File: config.mk
export PLATFORM = sky130hd
export DESIGN_NAME = range_encoder_with_carry
export DESIGN_NICKNAME = d
export VERILOG_FILES = /design/src/rtl/rec_pkg.sv /design/src/rtl/rec_dp.sv /design/src/rtl/rec_ctrl.sv /design/src/rtl/range_encoder_with_carry.sv
export SDC_FILE = /design/constraint.sdc
export NUM_CORES = 2
export LEC_CHECK = 0
export BUFFER_PORTS_ARGS = -buffer_cell sky130_fd_sc_hd__buf_2
export CAP_MARGIN = 20
export CORE_AREA = 2 2 204 286
export DETAILED_ROUTE_END_ITERATION = 7
export DIE_AREA = 0 0 206 288
export GPL_TIMING_DRIVEN = 1
export HOLD_SLACK_MARGIN = 0.06
export PLACE_DENSITY = 0.89
export SYNTH_ARGS = -nofsm -noshare
export SYNTH_HDL_FRONTEND = slang
export SYNTH_HIERARCHICAL = 1
export SYNTH_SLANG_ARGS = --single-unit
File: constraint.sdc
create_clock -name i_clk -period 15 [get_ports i_clk]
set_input_delay 0.75 -clock i_clk [delete_from_list [all_inputs] [get_ports i_clk]]
set_output_delay 0.75 -clock i_clk [all_outputs]
set_load 0.01 [all_outputs]
File: src/rtl/rec_pkg.sv
// ----------------------------------------------------------------------------
// rec_pkg
// Shared types and constants for the range encoder with carry propagation.
// ----------------------------------------------------------------------------
package rec_pkg;

    localparam logic [31:0] C_RANGE_START = 32'h8000_0000;
    localparam logic [31:0] C_RANGE_FLOOR = 32'h0080_0000;
    localparam logic [31:0] C_LOW_ZONE    = 32'h7F80_0000;
    localparam logic [31:0] C_LOW_KEEP    = 32'h007F_FFFF;
    localparam logic [31:0] C_TRAILER     = 32'd5;
    localparam logic [1:0]  C_MAX_SHIFTS  = 2'd3;
    localparam logic [4:0]  C_PREC_RESET  = 5'd12;
    localparam logic [7:0]  C_FILL_ONES   = 8'hFF;
    localparam logic [7:0]  C_FILL_ZEROS  = 8'h00;

    localparam logic CMD_ENCODE = 1'b0;
    localparam logic CMD_FINISH = 1'b1;

    typedef enum logic [1:0] {
        CFG_FIRST_BYTE = 2'd0,
        CFG_START_POS  = 2'd1,
        CFG_PRECISION  = 2'd2
    } t_cfg_idx;

    typedef enum logic [2:0] {
        EM_HELD = 3'd0,
        EM_RUN  = 3'd1,
        EM_RND  = 3'd2,
        EM_POS2 = 3'd3,
        EM_POS1 = 3'd4,
        EM_POS0 = 3'd5
    } t_emit_sel;

    typedef enum logic [3:0] {
        ST_IDLE,
        ST_REN_TEST,
        ST_REN_HELD,
        ST_REN_RUN,
        ST_ENC_MUL,
        ST_ENC_UPD,
        ST_FIN_POS,
        ST_FIN_RND,
        ST_FIN_HELD,
        ST_FIN_RUN,
        ST_FIN_B0,
        ST_FIN_B1,
        ST_FIN_B2,
        ST_FIN_B3,
        ST_DONE
    } t_state;

    typedef struct packed {
        logic      idle;
        logic      load;
        logic      shift;
        logic      pend_inc;
        logic      pend_clr;
        logic      emit;
        t_emit_sel emit_sel;
        logic      fin;
        logic      mul_cum;
        logic      enc_upd;
        logic      pos_add;
        logic      rnd_calc;
        logic      restore;
        logic      flush;
    } t_dp_cmd;

    typedef struct packed {
        logic cmd_fin;
        logic range_low;
        logic lo_zone;
        logic lo_top;
        logic pend_nz;
        logic emit_ok;
        logic flush_ok;
        logic stg_valid;
    } t_dp_sts;

endpackage

File: src/rtl/rec_dp.sv
// ----------------------------------------------------------------------------
// rec_dp
// Datapath: coder state, configuration registers, multiplier, result staging
// register and output register.
// ----------------------------------------------------------------------------
module rec_dp (
    input  logic             i_clk,
    input  logic             i_rst_n,
    input  rec_pkg::t_dp_cmd i_cmd,
    output rec_pkg::t_dp_sts o_sts,
    input  logic             i_command,
    input  logic [16:0]      i_sym_freq,
    input  logic [15:0]      i_cum_freq,
    input  logic             i_cfg_valid,
    input  logic [1:0]       i_cfg_index,
    input  logic [31:0]      i_cfg_data,
    input  logic             i_out_stall,
    output logic             o_out_valid,
    output logic [7:0]       o_out_byte,
    output logic [31:0]      o_repeat_count,
    output logic             o_last
);

    logic [7:0]  r_cfg_first;
    logic [31:0] r_cfg_start;
    logic [4:0]  r_cfg_prec;
    logic [31:0] r_low;
    logic [31:0] r_range;
    logic [7:0]  r_held;
    logic [31:0] r_pend;
    logic [31:0] r_pos;
    logic        r_started;
    logic        r_cmd;
    logic [16:0] r_freq;
    logic [15:0] r_cum;
    logic [31:0] r_prod;
    logic [9:0]  r_rnd;
    logic        r_stg_valid;
    logic [7:0]  r_stg_byte;
    logic [31:0] r_stg_count;
    logic        r_out_valid;
    logic [7:0]  r_out_byte;
    logic [31:0] r_out_count;
    logic        r_out_last;

    logic [31:0] w_step;
    logic [16:0] w_mul_a;
    logic [48:0] w_mul_full;
    logic [31:0] w_prod;
    logic [17:0] w_sum;
    logic        w_use_sub;
    logic        w_round_up;
    logic [9:0]  w_rnd_next;
    logic        w_carry;
    logic [7:0]  w_held_inc;
    logic [31:0] w_pend_inc;
    logic [7:0]  w_em_byte;
    logic [31:0] w_em_count;
    logic        w_out_free;
    logic        w_cfg_we;
    logic        w_push;
    logic        n_out_valid;

    assign w_step     = r_range >> r_cfg_prec;
    assign w_mul_a    = i_cmd.mul_cum ? {1'b0, r_cum} : r_freq;
    assign w_mul_full = {32'd0, w_mul_a} * {17'd0, w_step};
    assign w_prod     = w_mul_full[31:0];
    assign w_sum      = {1'b0, r_freq} + {2'b00, r_cum};
    assign w_use_sub  = (w_sum >> r_cfg_prec) != 18'd0;
    assign w_round_up = (r_low & rec_pkg::C_LOW_KEEP) >= ((r_pos >> 1) & rec_pkg::C_LOW_KEEP);
    assign w_rnd_next = {1'b0, r_low[31:23]} + {9'd0, w_round_up};
    assign w_carry    = i_cmd.fin ? (r_rnd[9:8] != 2'b00) : r_low[31];
    assign w_held_inc = r_held + 8'd1;
    assign w_pend_inc = (r_pend == 32'hFFFF_FFFF) ? r_pend : r_pend + 32'd1;
    assign w_out_free = !r_out_valid || !i_out_stall;
    assign w_cfg_we   = i_cfg_valid && i_cmd.idle;
    assign w_push     = (i_cmd.emit && r_stg_valid) || i_cmd.flush;

    always_comb begin
        w_em_byte  = r_held;
        w_em_count = 32'd1;
        unique case (i_cmd.emit_sel)
            rec_pkg::EM_HELD: begin
                w_em_byte = w_carry ? w_held_inc : r_held;
            end
            rec_pkg::EM_RUN: begin
                w_em_byte  = w_carry ? rec_pkg::C_FILL_ZEROS : rec_pkg::C_FILL_ONES;
                w_em_count = r_pend;
            end
            rec_pkg::EM_RND:  w_em_byte = r_rnd[7:0];
            rec_pkg::EM_POS2: w_em_byte = r_pos[23:16];
            rec_pkg::EM_POS1: w_em_byte = r_pos[15:8];
            rec_pkg::EM_POS0: w_em_byte = r_pos[7:0];
            default: begin
                w_em_byte  = r_held;
                w_em_count = 32'd1;
            end
        endcase
    end

    always_comb begin
        n_out_valid = r_out_valid;
        if (r_out_valid && !i_out_stall) begin
            n_out_valid = 1'b0;
        end
        if (w_push) begin
            n_out_valid = 1'b1;
        end
    end

    always_ff @(posedge i_clk) begin
        if (!i_rst_n) begin
            r_cfg_first <= 8'd0;
            r_cfg_start <= 32'd0;
            r_cfg_prec  <= rec_pkg::C_PREC_RESET;
            r_low       <= 32'd0;
            r_range     <= rec_pkg::C_RANGE_START;
            r_held      <= 8'd0;
            r_pend      <= 32'd0;
            r_pos       <= 32'd0;
            r_started   <= 1'b0;
            r_stg_valid <= 1'b0;
            r_out_valid <= 1'b0;
        end else begin
            if (w_cfg_we) begin
                unique case (rec_pkg::t_cfg_idx'(i_cfg_index))
                    rec_pkg::CFG_FIRST_BYTE: begin
                        r_cfg_first <= i_cfg_data[7:0];
                        if (!r_started) begin
                            r_held <= i_cfg_data[7:0];
                        end
                    end
                    rec_pkg::CFG_START_POS: begin
                        r_cfg_start <= i_cfg_data;
                        if (!r_started) begin
                            r_pos <= i_cfg_data;
                        end
                    end
                    rec_pkg::CFG_PRECISION: begin
                        r_cfg_prec <= i_cfg_data[4:0];
                    end
                    default: begin
                    end
                endcase
            end
            if (i_cmd.shift) begin
                r_range <= {r_range[23:0], 8'h00};
                r_low   <= {r_low[22:0], 8'h00};
                r_pos   <= r_pos + 32'd1;
                if (i_cmd.pend_inc) begin
                    r_pend <= w_pend_inc;
                end else begin
                    r_held <= r_low[30:23];
                end
            end
            if (i_cmd.pend_clr) begin
                r_pend <= 32'd0;
            end
            if (i_cmd.enc_upd) begin
                r_low     <= r_low + r_prod;
                r_range   <= w_use_sub ? (r_range - r_prod) : w_prod;
                r_started <= 1'b1;
            end
            if (i_cmd.pos_add) begin
                r_pos <= r_pos + rec_pkg::C_TRAILER;
            end
            if (i_cmd.restore) begin
                r_low     <= 32'd0;
                r_range   <= rec_pkg::C_RANGE_START;
                r_held    <= r_cfg_first;
                r_pend    <= 32'd0;
                r_pos     <= r_cfg_start;
                r_started <= 1'b0;
            end
            if (i_cmd.emit) begin
                r_stg_valid <= 1'b1;
            end else if (i_cmd.flush) begin
                r_stg_valid <= 1'b0;
            end
            r_out_valid <= n_out_valid;
        end
    end

    always_ff @(posedge i_clk) begin
        if (i_cmd.load) begin
            r_cmd  <= i_command;
            r_freq <= i_sym_freq;
            r_cum  <= i_cum_freq;
        end
        if (i_cmd.mul_cum) begin
            r_prod <= w_prod;
        end
        if (i_cmd.rnd_calc) begin
            r_rnd <= w_rnd_next;
        end
        if (i_cmd.emit) begin
            r_stg_byte  <= w_em_byte;
            r_stg_count <= w_em_count;
        end
        if (w_push) begin
            r_out_byte  <= r_stg_byte;
            r_out_count <= r_stg_count;
            r_out_last  <= i_cmd.flush;
        end
    end

    assign o_sts.cmd_fin   = (r_cmd == rec_pkg::CMD_FINISH);
    assign o_sts.range_low = (r_range <= rec_pkg::C_RANGE_FLOOR);
    assign o_sts.lo_zone   = (r_low >= rec_pkg::C_LOW_ZONE);
    assign o_sts.lo_top    = r_low[31];
    assign o_sts.pend_nz   = (r_pend != 32'd0);
    assign o_sts.emit_ok   = !r_stg_valid || w_out_free;
    assign o_sts.flush_ok  = w_out_free;
    assign o_sts.stg_valid = r_stg_valid;

    assign o_out_valid    = r_out_valid;
    assign o_out_byte     = r_out_byte;
    assign o_repeat_count = r_out_count;
    assign o_last         = r_out_last;

    a_emit_has_room: assert property (@(posedge i_clk) disable iff (!i_rst_n)
        i_cmd.emit |-> (!r_stg_valid || w_out_free))
        else $error("Result staged while the output register was blocked.");

    a_flush_has_result: assert property (@(posedge i_clk) disable iff (!i_rst_n)
        i_cmd.flush |-> (r_stg_valid && w_out_free))
        else $error("Final result pushed without a staged result or room.");

    a_idle_nothing_staged: assert property (@(posedge i_clk) disable iff (!i_rst_n)
        i_cmd.idle |-> !r_stg_valid)
        else $error("A staged result was left behind at the end of a transaction.");

endmodule

File: src/rtl/rec_ctrl.sv
// ----------------------------------------------------------------------------
// rec_ctrl
// Controller: sequences renormalization, the encode step, the finish flush
// and the handoff of results to the datapath.
// ----------------------------------------------------------------------------
module rec_ctrl (
    input  logic             i_clk,
    input  logic             i_rst_n,
    input  logic             i_in_valid,
    input  rec_pkg::t_dp_sts i_sts,
    output rec_pkg::t_dp_cmd o_cmd
);

    rec_pkg::t_state r_state;
    rec_pkg::t_state n_state;
    logic [1:0]      r_k;
    logic            w_ren_done;

    assign w_ren_done = (r_k == rec_pkg::C_MAX_SHIFTS) || !i_sts.range_low;

    always_comb begin
        n_state = r_state;
        unique case (r_state)
            rec_pkg::ST_IDLE: begin
                if (i_in_valid) begin
                    n_state = rec_pkg::ST_REN_TEST;
                end
            end
            rec_pkg::ST_REN_TEST: begin
                if (w_ren_done) begin
                    n_state = i_sts.cmd_fin ? rec_pkg::ST_FIN_POS : rec_pkg::ST_ENC_MUL;
                end else if (!(i_sts.lo_zone && !i_sts.lo_top)) begin
                    n_state = rec_pkg::ST_REN_HELD;
                end
            end
            rec_pkg::ST_REN_HELD: begin
                if (i_sts.emit_ok) begin
                    n_state = i_sts.pend_nz ? rec_pkg::ST_REN_RUN : rec_pkg::ST_REN_TEST;
                end
            end
            rec_pkg::ST_REN_RUN: begin
                if (i_sts.emit_ok) begin
                    n_state = rec_pkg::ST_REN_TEST;
                end
            end
            rec_pkg::ST_ENC_MUL: n_state = rec_pkg::ST_ENC_UPD;
            rec_pkg::ST_ENC_UPD: n_state = rec_pkg::ST_DONE;
            rec_pkg::ST_FIN_POS: n_state = rec_pkg::ST_FIN_RND;
            rec_pkg::ST_FIN_RND: n_state = rec_pkg::ST_FIN_HELD;
            rec_pkg::ST_FIN_HELD: begin
                if (i_sts.emit_ok) begin
                    n_state = i_sts.pend_nz ? rec_pkg::ST_FIN_RUN : rec_pkg::ST_FIN_B0;
                end
            end
            rec_pkg::ST_FIN_RUN: begin
                if (i_sts.emit_ok) begin
                    n_state = rec_pkg::ST_FIN_B0;
                end
            end
            rec_pkg::ST_FIN_B0: begin
                if (i_sts.emit_ok) begin
                    n_state = rec_pkg::ST_FIN_B1;
                end
            end
            rec_pkg::ST_FIN_B1: begin
                if (i_sts.emit_ok) begin
                    n_state = rec_pkg::ST_FIN_B2;
                end
            end
            rec_pkg::ST_FIN_B2: begin
                if (i_sts.emit_ok) begin
                    n_state = rec_pkg::ST_FIN_B3;
                end
            end
            rec_pkg::ST_FIN_B3: begin
                if (i_sts.emit_ok) begin
                    n_state = rec_pkg::ST_DONE;
                end
            end
            rec_pkg::ST_DONE: begin
                if (!i_sts.stg_valid || i_sts.flush_ok) begin
                    n_state = rec_pkg::ST_IDLE;
                end
            end
            default: n_state = rec_pkg::ST_IDLE;
        endcase
    end

    always_comb begin
        o_cmd          = '0;
        o_cmd.emit_sel = rec_pkg::EM_HELD;
        unique case (r_state)
            rec_pkg::ST_IDLE: begin
                o_cmd.idle = 1'b1;
                o_cmd.load = i_in_valid;
            end
            rec_pkg::ST_REN_TEST: begin
                if (!w_ren_done && i_sts.lo_zone && !i_sts.lo_top) begin
                    o_cmd.shift    = 1'b1;
                    o_cmd.pend_inc = 1'b1;
                end
            end
            rec_pkg::ST_REN_HELD: begin
                o_cmd.emit  = i_sts.emit_ok;
                o_cmd.shift = i_sts.emit_ok && !i_sts.pend_nz;
            end
            rec_pkg::ST_REN_RUN: begin
                o_cmd.emit_sel = rec_pkg::EM_RUN;
                o_cmd.emit     = i_sts.emit_ok;
                o_cmd.shift    = i_sts.emit_ok;
                o_cmd.pend_clr = i_sts.emit_ok;
            end
            rec_pkg::ST_ENC_MUL: o_cmd.mul_cum = 1'b1;
            rec_pkg::ST_ENC_UPD: o_cmd.enc_upd = 1'b1;
            rec_pkg::ST_FIN_POS: o_cmd.pos_add = 1'b1;
            rec_pkg::ST_FIN_RND: o_cmd.rnd_calc = 1'b1;
            rec_pkg::ST_FIN_HELD: begin
                o_cmd.fin  = 1'b1;
                o_cmd.emit = i_sts.emit_ok;
            end
            rec_pkg::ST_FIN_RUN: begin
                o_cmd.fin      = 1'b1;
                o_cmd.emit_sel = rec_pkg::EM_RUN;
                o_cmd.emit     = i_sts.emit_ok;
                o_cmd.pend_clr = i_sts.emit_ok;
            end
            rec_pkg::ST_FIN_B0: begin
                o_cmd.fin      = 1'b1;
                o_cmd.emit_sel = rec_pkg::EM_RND;
                o_cmd.emit     = i_sts.emit_ok;
            end
            rec_pkg::ST_FIN_B1: begin
                o_cmd.fin      = 1'b1;
                o_cmd.emit_sel = rec_pkg::EM_POS2;
                o_cmd.emit     = i_sts.emit_ok;
            end
            rec_pkg::ST_FIN_B2: begin
                o_cmd.fin      = 1'b1;
                o_cmd.emit_sel = rec_pkg::EM_POS1;
                o_cmd.emit     = i_sts.emit_ok;
            end
            rec_pkg::ST_FIN_B3: begin
                o_cmd.fin      = 1'b1;
                o_cmd.emit_sel = rec_pkg::EM_POS0;
                o_cmd.emit     = i_sts.emit_ok;
                o_cmd.restore  = i_sts.emit_ok;
            end
            rec_pkg::ST_DONE: begin
                o_cmd.flush = i_sts.stg_valid && i_sts.flush_ok;
            end
            default: begin
            end
        endcase
    end

    always_ff @(posedge i_clk) begin
        if (!i_rst_n) begin
            r_state <= rec_pkg::ST_IDLE;
            r_k     <= 2'd0;
        end else begin
            r_state <= n_state;
            if (o_cmd.load) begin
                r_k <= 2'd0;
            end else if (o_cmd.shift) begin
                r_k <= r_k + 2'd1;
            end
        end
    end

    a_shift_bounded: assert property (@(posedge i_clk) disable iff (!i_rst_n)
        o_cmd.shift |-> (r_k != rec_pkg::C_MAX_SHIFTS))
        else $error("More byte shifts than allowed for one transaction.");

endmodule

File: src/rtl/range_encoder_with_carry.sv
// ----------------------------------------------------------------------------
// range_encoder_with_carry
// Range encoder with a 32-bit range register and carry propagation.
//
//   Channel  Direction  Handshake               Payload
//   input    in         i_in_valid/o_in_stall   i_command, i_sym_freq, i_cum_freq
//   output   out        o_out_valid/i_out_stall o_out_byte, o_repeat_count, o_last
//   config   in         i_cfg_valid/o_cfg_ready i_cfg_index, i_cfg_data
//
// One transaction is worked on at a time. An encode transaction without
// renormalization steps through the test, multiply, update and done states.
// Each renormalization shift adds a test pass, plus the held-byte state when
// it sends the held byte and the run state when a pending run follows. A
// finish steps through position, rounding, held byte, any run, trailer, done.
// Output stalls hold the sequencer only when both result registers are full.
// Reset is synchronous and returns the coder to its start state.
// ----------------------------------------------------------------------------
module range_encoder_with_carry (
    input  logic        i_clk,
    input  logic        i_rst_n,
    input  logic        i_in_valid,
    output logic        o_in_stall,
    input  logic        i_command,
    input  logic [16:0] i_sym_freq,
    input  logic [15:0] i_cum_freq,
    output logic        o_out_valid,
    input  logic        i_out_stall,
    output logic [7:0]  o_out_byte,
    output logic [31:0] o_repeat_count,
    output logic        o_last,
    input  logic        i_cfg_valid,
    output logic        o_cfg_ready,
    input  logic [1:0]  i_cfg_index,
    input  logic [31:0] i_cfg_data
);

    rec_pkg::t_dp_cmd w_cmd;
    rec_pkg::t_dp_sts w_sts;

    rec_ctrl u_ctrl (
        .i_clk      (i_clk),
        .i_rst_n    (i_rst_n),
        .i_in_valid (i_in_valid),
        .i_sts      (w_sts),
        .o_cmd      (w_cmd)
    );

    rec_dp u_dp (
        .i_clk          (i_clk),
        .i_rst_n        (i_rst_n),
        .i_cmd          (w_cmd),
        .o_sts          (w_sts),
        .i_command      (i_command),
        .i_sym_freq     (i_sym_freq),
        .i_cum_freq     (i_cum_freq),
        .i_cfg_valid    (i_cfg_valid),
        .i_cfg_index    (i_cfg_index),
        .i_cfg_data     (i_cfg_data),
        .i_out_stall    (i_out_stall),
        .o_out_valid    (o_out_valid),
        .o_out_byte     (o_out_byte),
        .o_repeat_count (o_repeat_count),
        .o_last         (o_last)
    );

    assign o_in_stall  = !w_cmd.idle;
    assign o_cfg_ready = w_cmd.idle;

endmodule

; Yosys cells after proc, flatten, opt, wreduce, memory -nomap -nowiden
; Cells that the tools add are included.
[op_classes]
n_addsub = 9
multipliers = 1
n_lt_le_gt_ge = 3
n_eq_ne = 35
shift = 2
mux = 56
bitwise_logic = 2
reduce_logical = 43
[ops]
columns = op, count
row1 = two-way mux 32 bit, 11
row2 = adder 32 x 1 -> 32 bit (second input constant), 2
row3 = two-way mux 8 bit, 8
row4 = one-hot mux 4 bit (15 select lines), 1
row5 = two-way mux 4 bit, 12
row6 = one-hot mux 8 bit (6 select lines), 1
row7 = adder 32 x 3 -> 32 bit (second input constant), 1
row8 = adder 32 bit, 1
row9 = equality test 32 bit (second input constant), 1
row10 = >= comparator 32 x 31 -> 1 bit (second input constant), 1
row11 = less-or-equal comparator 32 x 24 -> 1 bit (second input constant), 1
row12 = multiplier 17 x 32 -> 32 bit, 1
row13 = nonzero test 32 bit, 1
row14 = right shift 32 x 5 -> 32 bit, 1
row15 = subtractor 32 bit, 1
row16 = equality test 4 bit (second input constant), 7
row17 = >= comparator 23 bit, 1
row18 = adder 17 x 16 -> 18 bit, 1
row19 = != test 2 x 1 -> 1 bit (second input constant), 9
row20 = nonzero test 18 bit, 1
row21 = right shift 18 x 5 -> 18 bit, 1
row22 = two-way mux 17 bit, 1
row23 = equality test 4 x 3 -> 1 bit (second input constant), 4
row24 = two-way mux 1 bit, 15
row25 = other kinds (32), 67
[word_totals]
reg_bits = 347

; Longest topological paths before layout
[depth]
depth_word = 11
mapped_depth = 38
mapped_depth_nobuf = 32

; By module
; Netlist, hierarchy kept.
[by_module_without_submodules]
columns = module, n_inst, cells_per_inst, area_per_inst_um2, seq_area_each_um2
row1 = rec_dp, 1, 3760, 32985.4, 8077.7
row2 = rec_ctrl, 1, 81, 636.9, 120.1
row3 = range_encoder_with_carry, 1, 1, 3.8, 0.0

; Worst setup path after synthesis
; No wires, ideal clock.
[synth_path]
kind = flip-flop to flip-flop
startpoint = reg u_ctrl.r_state[3]
endpoint = reg u_dp.r_range[31]
setup_ns = 0.122
t_arrival_ns = 9.302
t_required_ns = 14.878
setup_slack_ns = 5.576
stages_incl_launch_ff = 32
path_buffers = 5
synth_period_minus_slack_ns = 9.424
cell_sequence = dfxtp_1 -> buf_6 -> or2_4 -> buf_8 -> nor2_1 -> buf_1 -> clkbuf_1 -> clkbuf_1 -> mux2i_1 -> nor2_1 -> fa_1 -> inv_1 -> fa_1 -> inv_1 -> fa_1 -> fa_1 -> fa_1 -> inv_1 -> fa_1 -> inv_1 -> ha_1 -> a21o_1 -> a21o_1 -> a21o_1 -> a21o_1 -> a21oi_1 -> a311oi_1 -> o21ai_0 -> nand2_1 -> a31oi_1 -> xnor2_1 -> o311a_1
[synth_lines]
columns = element, line
row1 = from (decl), rec_ctrl.sv:14  ; rec_pkg::t_state r_state;
row2 = from (signal assigned), rec_ctrl.sv:158  ; r_state <= rec_pkg::ST_IDLE;
row3 = from (signal assigned), rec_ctrl.sv:161  ; r_state <= n_state;
row4 = to (signal assigned), rec_dp.sv:117  ; r_range <= rec_pkg::C_RANGE_START;
row5 = to (signal assigned), rec_dp.sv:147  ; r_range <= {r_range[23:0], 8'h00};
row6 = to (signal assigned), rec_dp.sv:161  ; r_range <= w_use_sub ? (r_range - r_prod) : w_prod;
row7 = to (decl), rec_dp.sv:28  ; logic [31:0] r_range;

; Worst setup path in the final report
[layout_path]
startpoint = reg u_dp.r_cfg_prec[1]
endpoint = reg u_dp.r_range[30]
[layout_via]
elab_chain_len = 4
word_cells_on_any_way = 6
[layout_lines]
columns = element, line
row1 = from (decl), rec_dp.sv:26  ; logic [4:0] r_cfg_prec;
row2 = from (signal assigned), rec_dp.sv:115  ; r_cfg_prec <= rec_pkg::C_PREC_RESET;
row3 = from (signal assigned), rec_dp.sv:140  ; r_cfg_prec <= i_cfg_data[4:0];
row4 = right shift 32 x 5 -> 32 bit, rec_dp.sv:64  ; assign w_step = r_range >> r_cfg_prec;
row5 = multiplier 17 x 32 -> 32 bit, rec_dp.sv:66  ; assign w_mul_full = {32'd0, w_mul_a} * {17'd0, w_step};
row6 = named net u_dp.w_mul_full[30], rec_dp.sv:48  ; logic [48:0] w_mul_full;
row7 = two-way mux 32 bit, rec_dp.sv:161
row8 = two-way mux 32 bit, rec_dp.sv:159  ; if (i_cmd.enc_upd) begin
row9 = to (signal assigned), rec_dp.sv:147
row10 = to (signal assigned), rec_dp.sv:161
row11 = to (signal assigned), rec_dp.sv:169  ; r_range <= rec_pkg::C_RANGE_START;
; The timed path passes the listed nets, and every way through them passes these cells.
; A chain may end at the register's enable or synchronous reset.

==> key figures <==
Global routing
  • Vias in the first global route: 29390
  • Largest net degree at the start of global routing: 82
  • Initial antenna violation count: 2
  • First-pass GRT wire length: 147.3 mm
  • Gr usage total: 31.40%
  • Overflow after GRT: 0

Drt
  • Total Routed Length: 92.28 mm
  • Via density: 6.265
  • WL/cell: 20.02 um
  • ANT nets after route: 0
  • DR iter-0 viols: 2405
  • DRC: 0
  • First-pass iteration count of the detailed router: 6
  • Vias: 28870

CTS
  • CTS clk-pin slew, worst paths: 0.07 ns
  • CTS sink cnt: 331
  • Hold Buf Count CTS: 0
  • Htree depth: 2
  • Clock Tree Buf Depth: 3
  • Worst-Skew Late Latency: 0.57 ns
  • PostCTS Resize Cnt: 0
  • TritonCTS clock tree: built
  • Total CTS buffers: 34
  • Root buffer cell: clkbuf_16
  • Setup repair bufs after CTS: 0

Cells and area
  • Syn-to-layout area delta: 6.419%
  • Commonest non-fill, non-tap cell in the layout: nand2_1
  • Fillcell total: 4552
  • Most frequent cells in the layout: 516 x nand2_1, 491 x inv_1, 322 x fa_1
  • Layout Cells excl Fill: 4609
  • Final non-filler cell area: 35780 sq um
  • Share of layout cells above drive strength 1: 8.331%
  • Final core utilization: 62.79%
  • Nets: 4410

Timing
  • Period utilization: 65.25%
  • Final setup violation count: 0
  • Clock skew: 0.04257 ns
  • Rel. slew slack: 19.10%
  • Fin. Hold Viols: 0
  • Setup TNS: 0 ns
  • Tightest Pin Transition: 1.180 ns
  • Slew Viols, Final: 0
  • F_max: 102.2 MHz
  • Post-layout min period: 9.788 ns
  • RSZ-0062 raised after global routing: false

Min path
  • Min-Delay Path Class: input pin to flop
  • Hold EP: u_dp/r_cum[13]
  • Hold path startpoint: i_cum_freq[13]
  • Hold path depth: 1

Logic synthesis
  • Cell count after synthesis: 3842
  • Post-Syn Area per Cell: 8.752 sq um
  • Post-synth top flop: dfxtp_1
  • Post-synthesis async set-or-reset flop share: 0%
  • Post-Syn Nets: 4412
  • Post-synth EDFFs: 157
  • Seq/Total Area, Yosys: 24.38%
  • Netlist cell types: 97
  • Synth warn: 6
  • FF+latch count, synth: 331
  • Synth Cell Area: 33630 sq um

Critical path
  • Crit path largest cell delay: 0.78 ns
  • R2r endpoint: u_dp/r_range[30]
  • Startpoint Class: flop
  • Worst R2R Setup Slack: 5.21 ns
  • Worst EP required: 15.48 ns
  • Most used cell, CP: fa_1
  • Critical-path maximum fanout: 57
  • Crit path kind: flop to flop
  • Reg-to-Reg Start: u_dp/r_cfg_prec[1]
  • Reg2Reg Depth: 30
  • Setup crit end kind: flop
  • Slowest cell on crit path: nor2_1
  • Crit path DAT: 10.26 ns

Floorplan
  • Core area: 56990 sq um
  • Die width: 206 um
  • Die Y: 288 um
  • I/O Pins: 117
  • Initial core utilization: 59.00%
  • Die area: 59330 sq um
  • Rows: 104

Run
  • Max Cap Violations: 0

Pwr
  • Reg power frac: 19.8%
  • Peak supply drop: 0.2378 mV
  • Switching power: 4.038 mW
  • Clock network power share: 10.4%
  • PwrDens: 221.8 nW/um^2
  • Sw Share: 50.87%
  • Internal: 3.900 mW
  • Comb power frac: 69.8%
  • Static leakage: 15.28 nW

Placement
  • Cells after DPL: 4543
  • Cell Area, Placed: 34690 sq um
  • Detailed Place HPWL: 68.80 mm
  • Gpl congestion: 0.9920
  • Port bufs: 108

Status
  • Status: finished clean
[how the worst max path moves through the flow]
| stage | from | endpoint | slack, ns | cells after the start |
|---|---|---|---|---|
| after CTS | u_dp/r_cfg_prec[1] | u_dp/r_range[30] | 5.51 | 30 |
| after global routing | u_dp/r_cfg_prec[1] | u_dp/r_range[30] | 4.93 | 30 |
| after floorplan | u_ctrl/r_state[3] | u_dp/r_range[31] | 5.58 | 31 |
| final | u_dp/r_cfg_prec[1] | u_dp/r_range[30] | 5.21 | 30 |
| after detailed placement | u_dp/r_cfg_prec[1] | u_dp/r_range[30] | 5.56 | 30 |
| after global placement | u_dp/r_cfg_prec[1] | u_dp/r_range[30] | 5.70 | 30 |
[layer usage]
layer | routed length, um | global-route usage [%] | part of all wire [%] | vias to the layer above
met2 | 45420 | 54.96 | 49 | 1731
met3 | 8090 | 4.902 | 8.8 | 603
met1 | 30920 | 34.16 | 34 | 13660
met5 | 0 | 0 | 0 | -
met4 | 7859 | 23.16 | 8.5 | 0
li1 | - | - | - | 12880
[registers in the layout (all words and copies together) (netlist names), 2 cells and up]
| signal | flops |
|---|---|
| u_ctrl/r_k | 2 |
| u_ctrl/r_state | 4 |
| u_dp/o_out_byte | 8 |
| u_dp/o_repeat_count | 32 |
| u_dp/r_cfg_first | 8 |
| u_dp/r_cfg_prec | 5 |
| u_dp/r_cfg_start | 24 |
| u_dp/r_cum | 16 |
| u_dp/r_freq | 17 |
| u_dp/r_held | 8 |
| u_dp/r_low | 32 |
| u_dp/r_pend | 32 |
| u_dp/r_pos | 24 |
| u_dp/r_prod | 32 |
| u_dp/r_range | 32 |
| u_dp/r_rnd | 10 |
| u_dp/r_stg_byte | 8 |
| u_dp/r_stg_count | 32 |
[per-stage QoR]
| stage | worst slack, ns | total power, mW | hold WS, ns |
|---|---|---|---|
| after floorplan | 5.576 | 5.562 | 0.4003 |
| after global placement | 5.698 | 6.737 | 0.4003 |
| after detailed placement | 5.565 | 6.945 | 0.4054 |
| after CTS | 5.508 | 7.817 | 0.3354 |
| after global routing | 4.927 | 8.574 | 0.3533 |
| final | 5.212 | 7.938 | 0.3584 |
[cells in the mapped netlist (27+ instances only)]
cell type / n / area, sq um
mux2_2: 47 / 529.3
xnor2_1: 104 / 910.9
nand3_1: 69 / 345.3
clkbuf_1: 150 / 563.0
a211oi_1: 50 / 375.4
and3_1: 35 / 219.0
a21oi_1: 211 / 1056
o22ai_1: 27 / 168.9
and2_1: 104 / 650.6
inv_1: 491 / 1843
mux2i_1: 102 / 1021
a21o_1: 47 / 352.8
dfxtp_1: 174 / 3483
nand2_1: 516 / 1937
fa_1: 322 / 6446
xor2_1: 61 / 534.3
nor2b_1: 57 / 356.6
nor2_1: 277 / 1040
a21boi_0: 39 / 292.8
nor3_1: 45 / 225.2
o21ai_0: 135 / 675.7
nand2b_1: 40 / 250.2
edfxtp_1: 157 / 4715
ha_1: 175 / 2190
[cell families (layout without fill, tap and decap cells)]
family,Yosys count,after routing,share of synthesized area [%]
AO/OA/AOI/OAI,728,728,14.07
AND/OR/NAND/NOR,1263,1263,17.53
buffers and inverters,688,711,8.060
multiplexers,168,168,5.849
adder cells (fa/ha/maj),497,497,25.68
XOR/XNOR,167,167,4.432
flip-flops,331,331,24.38
other,0,2,0
[final cells by class]
type	count	area [sq um]	area share [%]
tap	742	928.4	2.594
clock inverter	18	148.9	0.4161
multi-input combinational	2823	22820	63.78
sequential	331	8200	22.92
clock buffer	43	915.9	2.559
inverter	498	1869	5.224
timing repair buffer	152	892.1	2.493
antenna	2	5.005	0.01399
[critical path, delay by kind of cell, from the launching register on]
kind                     cells  cell delay [ns]
adder cells (fa/ha/maj)      7             3.27
AO/OA/AOI/OAI               10             2.74
buffers and inverters        6             1.51
AND/OR/NAND/NOR              4             1.15
multiplexers                 2             0.51
flip-flops                   1             0.31
XOR/XNOR                     1             0.19
[power groups by stage]
stage          Sequential, mW  Combinational [mW]  Clock (mW)
4_1_cts                  1.56                5.42       0.836
3_5_place_dp             1.58                5.37           0
3_3_place_gp             1.56                5.17           0
2_1_floorplan            1.47                4.09           0
6_report                 1.57                5.54       0.827
5_1_grt                  1.59                6.12       0.868
(Power assumes the default switching activity.)
